<file path="src/design/tinted_sprite_compositor_assert.svh">
// assertion macros for the sprite compositor
// expects clk and arst_n in the scope where a macro is used
`ifndef TINTED_SPRITE_COMPOSITOR_ASSERT_SVH
`define TINTED_SPRITE_COMPOSITOR_ASSERT_SVH
`ifndef NO_ASSERTIONS
// same-cycle implication
`define TSC_ASSERT_IMP(lbl, pre, post) \
	lbl: assert property (@(posedge clk) disable iff (!arst_n) (pre) |-> (post)) \
		else $error("tsc assertion failed");
// next-cycle implication
`define TSC_ASSERT_NXT(lbl, pre, post) \
	lbl: assert property (@(posedge clk) disable iff (!arst_n) (pre) |=> (post)) \
		else $error("tsc assertion failed");
`else
`define TSC_ASSERT_IMP(lbl, pre, post)
`define TSC_ASSERT_NXT(lbl, pre, post)
`endif
`endif

</file>
<file path="src/design/tsc_pkg.sv">
// shared types, constants and codes of the sprite compositor
// no dependencies
`timescale 1ns / 1ps

package tsc_pkg;

	localparam int CANVAS_PIXELS_DEF   = 65536;
	localparam int BYTES_PER_PIXEL_DEF = 4;

	localparam int CH_W      = 8;
	localparam int IDX_W     = 16;
	localparam int POS_W     = 12;
	localparam int DIM_W     = 13;
	localparam int CW_W      = 11;
	localparam int SCALE_W   = 5;
	localparam int FMT_W     = 2;
	localparam int ROW_W     = 16;
	localparam int CCOL_W    = 14;
	localparam int SADDR_W   = 27;
	localparam int PROD_W    = 2 * CH_W;
	localparam int WORD_BITS = 4 * CH_W;
	localparam int DIV_CNT_W = $clog2(DIM_W);

	localparam int OUT_DEPTH = 4;
	localparam int OUT_PTR_W = $clog2(OUT_DEPTH);
	localparam int OUT_CNT_W = $clog2(OUT_DEPTH + 1);

	localparam int PADDR_W = 5;
	localparam int PDATA_W = 32;

	localparam logic [CH_W-1:0]    CH_MAX     = 8'hFF;
	localparam logic [CW_W-1:0]    CANVAS_RST = 11'd256;
	localparam logic [CH_W-1:0]    TINT_RST   = 8'd255;
	localparam logic [CH_W-1:0]    AREF_RST   = 8'd0;
	localparam logic [SCALE_W-1:0] SCALE_RST  = 5'd1;
	localparam logic [FMT_W-1:0]   FMT_RST    = 2'd1;

	typedef enum logic [1:0] {
		ACT_WRITE = 2'd0,
		ACT_BEGIN = 2'd1,
		ACT_PIXEL = 2'd2,
		ACT_READ  = 2'd3
	} action_t;

	typedef enum logic [2:0] {
		REG_CANVAS_WIDTH  = 3'd0,
		REG_CANVAS_HEIGHT = 3'd1,
		REG_TINT_RED      = 3'd2,
		REG_TINT_GREEN    = 3'd3,
		REG_TINT_BLUE     = 3'd4,
		REG_ALPHA_REF     = 3'd5,
		REG_SCALE         = 3'd6,
		REG_FORMAT        = 3'd7
	} reg_idx_t;

	typedef enum logic [1:0] {
		OP_NONE  = 2'd0,
		OP_WRITE = 2'd1,
		OP_DRAW  = 2'd2,
		OP_READ  = 2'd3
	} op_t;

	typedef enum logic [1:0] {
		PL_IDLE = 2'd0,
		PL_DIV  = 2'd1,
		PL_TOP  = 2'd2,
		PL_ADDR = 2'd3
	} place_state_t;

	typedef struct packed {
		logic [1:0]              action;
		logic [IDX_W-1:0]        pixel_index;
		logic signed [POS_W-1:0] pos_x;
		logic signed [POS_W-1:0] pos_y;
		logic [DIM_W-1:0]        sprite_width;
		logic [DIM_W-1:0]        sprite_height;
		logic [CH_W-1:0]         red;
		logic [CH_W-1:0]         green;
		logic [CH_W-1:0]         blue;
		logic [CH_W-1:0]         alpha;
	} tsc_in_t;

	typedef struct packed {
		logic [CH_W-1:0] out_red;
		logic [CH_W-1:0] out_green;
		logic [CH_W-1:0] out_blue;
		logic [CH_W-1:0] out_alpha;
	} tsc_out_t;

	typedef struct packed {
		logic                    start;
		logic [DIM_W-1:0]        h_adj;
		logic signed [POS_W-1:0] py_eff;
		logic                    flip;
		logic [SCALE_W-1:0]      scale;
		logic [CW_W-1:0]         col_base;
	} place_req_t;

	typedef struct packed {
		logic                      done;
		logic [DIM_W-1:0]          row_limit;
		logic signed [ROW_W-1:0]   top_row;
		logic signed [SADDR_W-1:0] row_start;
	} place_res_t;

endpackage

</file>
<file path="src/design/tsc_place.sv">
// sprite placement: row count by restoring division, top row and first row address
// uses tsc_pkg request and result structs
`timescale 1ns / 1ps

module tsc_place (
	input  logic                         clk,
	input  logic                         arst_n,
	input  tsc_pkg::place_req_t          req,
	input  logic [tsc_pkg::CW_W-1:0]     canvas_width,
	input  logic [tsc_pkg::CW_W-1:0]     canvas_height,
	output logic                         busy,
	output tsc_pkg::place_res_t          res
);
	import tsc_pkg::*;

	place_state_t state_q, state_d;

	logic [DIM_W-1:0]          dvd_q;
	logic [SCALE_W-1:0]        rem_q;
	logic [DIV_CNT_W-1:0]      cnt_q;
	logic [SCALE_W-1:0]        sc_q;
	logic signed [POS_W-1:0]   py_q;
	logic                      flip_q;
	logic [CW_W-1:0]           col_base_q;
	logic signed [ROW_W-1:0]   top_q;

	logic [SCALE_W:0]          shifted;
	logic                      ge;
	logic [SCALE_W:0]          rem_n;
	logic signed [ROW_W-1:0]   top_n;
	logic signed [SADDR_W:0]   prod;

	// one quotient bit per cycle
	always_comb begin
		shifted = {rem_q, dvd_q[DIM_W-1]};
		ge      = shifted >= {1'b0, sc_q};
		rem_n   = ge ? (shifted - {1'b0, sc_q}) : shifted;
	end

	always_comb begin
		top_n = $signed({{(ROW_W-CW_W){1'b0}}, canvas_height})
			- $signed({{(ROW_W-POS_W){py_q[POS_W-1]}}, py_q})
			- $signed(ROW_W'(1))
			- $signed({{(ROW_W-DIM_W){1'b0}}, dvd_q});
		prod  = top_q * $signed({1'b0, canvas_width});
	end

	always_ff @(posedge clk or negedge arst_n) begin
		if (!arst_n) begin
			state_q <= PL_IDLE;
		end else begin
			state_q <= state_d;
		end
	end

	always_comb begin
		state_d       = state_q;
		busy          = 1'b1;
		res.done      = 1'b0;
		res.row_limit = dvd_q;
		res.top_row   = top_q;
		res.row_start = prod[SADDR_W-1:0] + {{(SADDR_W-CW_W){1'b0}}, col_base_q};
		unique case (state_q)
			PL_IDLE: begin
				busy = 1'b0;
				if (req.start) begin
					state_d = PL_DIV;
				end
			end
			PL_DIV: begin
				if (cnt_q == '0) begin
					state_d = PL_TOP;
				end
			end
			PL_TOP: begin
				state_d = PL_ADDR;
			end
			PL_ADDR: begin
				res.done = 1'b1;
				state_d  = PL_IDLE;
			end
		endcase
	end

	always_ff @(posedge clk) begin
		unique case (state_q)
			PL_IDLE: begin
				dvd_q      <= req.h_adj;
				rem_q      <= '0;
				cnt_q      <= DIV_CNT_W'(DIM_W - 1);
				sc_q       <= req.scale;
				py_q       <= req.py_eff;
				flip_q     <= req.flip;
				col_base_q <= req.col_base;
			end
			PL_DIV: begin
				dvd_q <= {dvd_q[DIM_W-2:0], ge};
				rem_q <= rem_n[SCALE_W-1:0];
				cnt_q <= cnt_q - 1'b1;
			end
			PL_TOP: begin
				top_q <= flip_q ? top_n : '0;
			end
			PL_ADDR: begin
			end
		endcase
	end
endmodule

</file>
<file path="config.mk">
export PLATFORM = sky130hd
export DESIGN_NAME = tsc_place
export DESIGN_NICKNAME = d
export VERILOG_FILES = /design/src/design/tinted_sprite_compositor_assert.svh /design/src/design/tsc_pkg.sv /design/src/design/tsc_place.sv
export SDC_FILE = /design/constraint.sdc
export NUM_CORES = 1
export LEC_CHECK = 0
export BUFFER_PORTS_ARGS = -buffer_cell sky130_fd_sc_hd__buf_2
export CELL_PAD_IN_SITES_DETAIL_PLACEMENT = 1
export CELL_PAD_IN_SITES_GLOBAL_PLACEMENT = 1
export CORE_MARGIN = 2
export CORE_UTILIZATION = 41
export CTS_CLUSTER_SIZE = 24
export DETAILED_ROUTE_END_ITERATION = 12
export PLACE_DENSITY_LB_ADDON = 0.12
export REMOVE_ABC_BUFFERS = 1
export SLEW_MARGIN = 20
export SYNTH_ARGS = -nofsm -noshare
export SYNTH_HDL_FRONTEND = slang
export SYNTH_SLANG_ARGS = --single-unit
</file>
<file path="constraint.sdc">
create_clock -name clk -period 12.15 [get_ports clk]
set_input_delay 1.215 -clock clk [delete_from_list [all_inputs] [get_ports clk]]
set_output_delay 1.215 -clock clk [all_outputs]
set_load 0.02 [all_outputs]
</file>
==> results of run 1 <==
## cell type report
| type | count | area, um^2 |
|---|---|---|
| clock buffer | 14 | 264 |
| sequential | 68 | 2030 |
| fill | 2943 | 13400 |
| multi-input combinational | 689 | 7130 |
| timing repair buffer | 126 | 636 |
| clock inverter | 2 | 35.0 |
| tap | 330 | 413 |
| inverter | 287 | 1080 |
| antenna | 2 | 5.00 |
## layer usage
| metal | vias up | routed length [um] | part of all wire, % |
|---|---|---|---|
| li1 | 3486 | - | - |
| met1 | 3690 | 10300 | 43 |
| met2 | 95 | 12600 | 53 |
| met3 | 23 | 698 | 2.9 |
| met4 | 0 | 321 | 1.3 |
| met5 | - | 0 | 0 |
## cells by family after synthesis
group / Yosys count
buffers and inverters: 318
and+or+nand+nor: 273
adders and majority gates: 272
AOI/OAI and AO/OA: 100
DFF: 68
xor gates and xnor gates: 32
muxes: 12
## sequential cells by signal, indices dropped and copies added (netlist names)
signal / count
col_base_q: 11
py_q: 12
rem_q: 5
dvd_q: 13
state_q: 2
sc_q: 5
flip_q: 1
cnt_q: 4
top_q: 15
## metrics by stage
stage,cells,setup WS [ps]
after floorplan,1044,4690
after global placement,1500,3900
after detailed placement,1500,3810
after CTS,1516,3780
after global routing,1517,3540
final,1518,3800
## layout by cell type (no fill, tap or decap), types with 2 or more instances in the layout
cell / instances
buf_2: 124
or3_1: 2
or2_2: 2
a21oi_1: 27
nor2b_1: 11
ha_1: 99
o31a_1: 2
diode_2: 2
nand2_1: 94
xnor2_1: 21
fa_1: 173
buf_4: 2
o21ai_0: 24
dfrtp_1: 2
and2_1: 96
mux2_2: 12
nor3b_1: 2
nand3_1: 4
edfxtp_1: 66
o21a_1: 9
a21o_1: 10
a31oi_1: 2
xor2_1: 11
clkbuf_16: 9
nor3_1: 11
clkbuf_1: 3
inv_1: 287
clkbuf_8: 2
or4_1: 2
nand4_1: 6
nand2b_1: 8
a211oi_1: 5
nor2_1: 32
o311a_1: 2
o21ai_1: 8
## path summary, 6_finish.rpt
check / startpoint / endpoint / slack (ps) / depth (start not counted)
hold / removal: cnt_q[3] / cnt_q[3] / 600 / 2
min in group asynchronous: arst_n / state_q[1] / 670 / 1
setup reg to reg: dvd_q[1] / top_q[13] / 9070 / 11
hold reg to reg: cnt_q[3] / cnt_q[3] / 600 / 2
max in group asynchronous: arst_n / state_q[0] / 11380 / 1
setup / recovery: canvas_width[2] / res[26] / 3800 / 21
## critical path, cell delays in order
cell and delay, ps:
buf_2 190, and2_1 210, fa_1 530, inv_1 50, fa_1 500, inv_1 50, fa_1 490, fa_1 500
inv_1 60, fa_1 520, inv_1 40, ha_1 380, a211oi_2 270, o21ai_1 140, a21o_1 180, o31ai_2 420
o31ai_1 210, o41a_1 400, or4_1 490, nand4_1 90, buf_2 160
==> run_results.csv, run 1 <==
group,metric,value,unit
run_status,outcome,"finished clean",
global_route,grt_max_degree,32,
timing,fin_crit,8350,ps
clock_tree,clock-sinks,68,
logic_synthesis,synthTopCellsByCount,"inv_1, fa_1, ha_1, and2_1, nand2_1",
logic_synthesis,synth_top_family_by_area,"adder cells",
clock_tree,post-cts-setup-buffers,0,
timing,tightest_slew,778,ps
placement,port_buffers,124,
detailed_routing,ant_nets,0,
clock_tree,cts_buffers,9,
global_route,grtUsageTotal,19.7,%
die,die_area,0.0266,mm^2
logic_synthesis,synth_area_leaders,"fa_1, edfxtp_1, ha_1",
timing,hold_violations,0,
logic_synthesis,yosys.area_share.adder,45.4,%
logic_synthesis,synth_seq_area_share,19.6,%
die,fp.dieH,163,um
timing,setup_viol,0,
logic_synthesis,ys.flop_type,"edfxtp_1",
placement,place_congestion,0.778,
critical_path,critPathRequiredTime,10930,ps
placement,placed_cell_area,0.0113,mm^2
placement,dpl.hpwl,20.4,mm
timing,fin_tns_setup,0,ps
worst_hold_path,hp-class,"reg2reg",
clock_tree,cts_root_buffer,"clkbuf_16",
layout,final_area,0.0116,mm^2
detailed_routing,wl,23.9,mm
die,std_cell_rows,58,
die,start_util,41.5,%
logic_synthesis,ys_seq_elements,68,
timing,max_freq,120,MHz
clock_tree,htreeDepth,3,
global_route,met2_usage,37.1,%
global_route,grt-ovfl-total,0,
critical_path,endpoint_kind,"output port",
clock_tree,worstSkewPairLatency,330,ps
critical_path,crit_type,"in2out",
detailed_routing,post-route-drc-count,0,
logic_synthesis,synth.avg_cell_area,9.64,um^2
die,core,0.0250,mm^2
logic_synthesis,synth_compound_area_share,6.10,%
logic_synthesis,syn_area,0.0104,mm^2
logic_synthesis,yosysMostFrequentCell,"inv_1",
timing,hold_ws,597,ps
timing,fin_crit_sh,68.7,%
clock_tree,clkTransAtPathRegs,50,ps
clock_tree,holdBufCountCts,0,
clock_tree,cts_tree,"yes",
logic_synthesis,synth_top_area_share,33.4,%
logic_synthesis,netlist_instances,1075,
detailed_routing,drt-pass1-iter-count,4,
logic_synthesis,synth_cell_type_count,46,
critical_path,cp_max_fo,15,
layout,post-route-util,46.4,%
global_route,grt_pass1_wl,41.1,mm
layout,drive_above_1_share,13.1,%
timing,drv_slew,0,
flow_run,drv_cap,0,
detailed_routing,routedWlPerCell,15.8,um
clock_tree,clock_path_buffers,2,
die,die_x,163,um
layout,area_growth,11.9,%
layout,nets,1520,
logic_synthesis,synth_top_cell_by_area,"fa_1",
logic_synthesis,synthMuxAreaShare,1.30,%
detailed_routing,vias_per_cell,4.81,
global_route,met3_usage,2.16,%
global_route,antenna_found_initial,2,
die,io_pins,125,
detailed_routing,vias,7294,
timing,rsz0062_at_grt,"no",
timing,fin_skew,6.25,ps
critical_path,start_kind,"input pin",
logic_synthesis,ys_warn_count,0,
logic_synthesis,yosys.area_share.simple,13.4,%
global_route,top_usage_layer,"met2",
critical_path,cp_data_arrival_time,7130,ps
clock_tree,cts_resized,0,
logic_synthesis,yosys.area_share.xor_xnor,2.70,%
detailed_routing,drt_iter0_markers,191,
global_route,grt_pass1_vias,8268,
logic_synthesis,synthArstFlopShare,2.94,%
timing,max_slew_margin,48.1,%
global_route,grt.met1_usage,24.4,%
logic_synthesis,synth-edff-count,66,
Power of run 1 is left out: the tool's default activity adds up to more than one toggle a clock period on the data nets, which glitch-free logic cannot reach.
==> run 2: changes to the inputs <==
ABC_AREA = 1   (was unset)
clock period = 8.4 ns   (was 12.15 ns; I/O delays follow)
==> run_results.csv, run 2 <==
group,metric,value,unit
run_status,outcome,"finished clean",
logic_synthesis,synth_cell_type_count,39,
die,die_area,0.0291,mm^2
timing,fin_ws,1900,ps
timing,max_slew_margin,31.5,%
clock_tree,cts_resized,0,
die,die_x,171,um
placement,dp_slack,1880,ps
timing,setup_viol,0,
detailed_routing,ant_nets,0,
clock_tree,clkTransAtPathRegs,60,ps
timing,fin_crit_sh,77.4,%
die,fp.dieH,171,um
layout,mostFrequentLayoutCell,"inv_1",
logic_synthesis,synth_area_leaders,"fa_1, edfxtp_1, inv_1",
global_route,grt-ovfl-total,0,
logic_synthesis,synth-edff-count,66,
logic_synthesis,ys.flop_type,"edfxtp_1",
clock_tree,clock-sinks,68,
logic_synthesis,netlist_instances,1455,
timing,fin_crit,6500,ps
placement,port_buffers,124,
global_route,grtUsageTotal,21.4,%
clock_tree,post-cts-setup-buffers,0,
global_route,top_usage_layer,"met2",
timing,drv_slew,0,
placement,placed_cell_area,0.0123,mm^2
clock_tree,worstSkewPairLatency,340,ps
layout,largestRegisters,"top_q (15), dvd_q (13), py_q (12)",
detailed_routing,vias,9045,
logic_synthesis,synth_seq_area_share,17.9,%
critical_path,cp_max_fo,15,
placement,place_congestion,0.828,
global_route,grt.met1_usage,27.1,%
global_route,grt_max_degree,33,
layout,post-route-util,46.6,%
logic_synthesis,ys_seq_elements,68,
critical_path,endpoint_kind,"output port",
logic_synthesis,synth_top_cell_by_area,"fa_1",
layout,drive_above_1_share,11.5,%
detailed_routing,wl,28.9,mm
logic_synthesis,synth_top_area_share,30.4,%
worst_hold_path,hp-class,"in2async",
detailed_routing,drt_iter0_markers,238,
clock_tree,cts_buffers,9,
global_route,met2_usage,40.2,%
layout,nets,1899,
placement,dpl.hpwl,24.7,mm
layout,final_cell_mix,"inv_1, nand2_1, fa_1, buf_2, ha_1",
timing,rsz0062_at_grt,"no",
die,io_pins,125,
timing,hold_violations,0,
logic_synthesis,synthTopCellsByCount,"inv_1, nand2_1, fa_1, ha_1, edfxtp_1",
timing,fin_skew,10.8,ps
layout,final_area,0.0126,mm^2
detailed_routing,routedWlPerCell,14.9,um
logic_synthesis,ys_warn_count,0,
layout,regMostFlops,"top_q",
layout,largest_register_ffs,15,
critical_path,start_kind,"input pin",
timing,max_freq,154,MHz
clock_tree,cts_tree,"yes",
layout,area_growth,11.0,%
global_route,met3_usage,1.80,%
die,start_util,42.0,%
global_route,antenna_found_initial,0,
detailed_routing,post-route-drc-count,0,
clock_tree,holdBufCountCts,0,
critical_path,crit_type,"in2out",
flow_run,drv_cap,0,
logic_synthesis,syn_area,0.0114,mm^2
layout,fillerInstances,3432,
layout,diodes,0,
clock_tree,cts_root_buffer,"clkbuf_16",
global_route,grt_pass1_wl,49.2,mm
logic_synthesis,synthArstFlopShare,2.94,%
clock_tree,htreeDepth,3,
critical_path,cp_data_arrival_time,5660,ps
clock_tree,clock_path_buffers,2,
detailed_routing,vias_per_cell,4.67,
die,std_cell_rows,60,
global_route,grt_pass1_vias,10179,
logic_synthesis,yosysMostFrequentCell,"inv_1",
timing,fin_tns_setup,0,ps
critical_path,critPathRequiredTime,7560,ps
logic_synthesis,synth.avg_cell_area,7.82,um^2
detailed_routing,drt-pass1-iter-count,5,
die,core,0.0271,mm^2
timing,tightest_slew,1030,ps
-- run 2: routing by layer --
metal,up-vias,part of all wire [%]
li1,4421,-
met1,4454,45
met2,147,51
met3,23,2.8
met4,0,1.1
met5,-,0
-- run 2: through the flow --
step | hold WS, ps | cells
final | 275 | 1937
after CTS | 262 | 1937
after floorplan | 531 | 1424
after global routing | 265 | 1937
after detailed placement | 564 | 1921
after global placement | 550 | 1921
-- run 2: area by class of cell --
cell class                 count  area [um^2]  share of cell area, %
clock buffer                   9          225                   1.78
clock inverter                 7         57.6                  0.456
inverter                     456         1710                   13.5
multi-input combinational    900         7510                   59.5
sequential                    68         2030                   16.1
tap                          372          465                   3.68
timing repair buffer         125          628                   4.97
-- run 2: logic make-up after synthesis --
group	share of synthesized area [%]
AOI/OAI and AO/OA	4.23
buffers and inverters	16.1
and+or+nand+nor	19.1
xor gates and xnor gates	1.39
DFF	17.9
adders and majority gates	41.3
-- run 2: path summary, 6_finish.rpt --
path	slack (ps)	cells after the start	to	from
max in group asynchronous	8030	1	state_q[0]	arst_n
max	1900	20	res[26]	canvas_width[3]
min in group clk	570	1	cnt_q[0]	cnt_q[0]
min	270	1	state_q[1]	arst_n
max reg2reg	5660	4	cnt_q[3]	state_q[1]
min reg2reg	570	1	cnt_q[0]	cnt_q[0]
-- run 2: critical path, stage by stage --
cell and delay [ps]:
buf_2 300, nand2_1 200, fa_1 570, fa_1 670, inv_1 120, fa_1 490, inv_1 50, fa_1 480
fa_1 530, inv_1 50, ha_1 370, inv_1 90, nor3_2 180, nand2_1 100, nor2_1 90, nand2_1 70
nand3_1 70, nand2_1 50, nand2_1 130, buf_2 190
Power of run 2 is left out for the same reason.
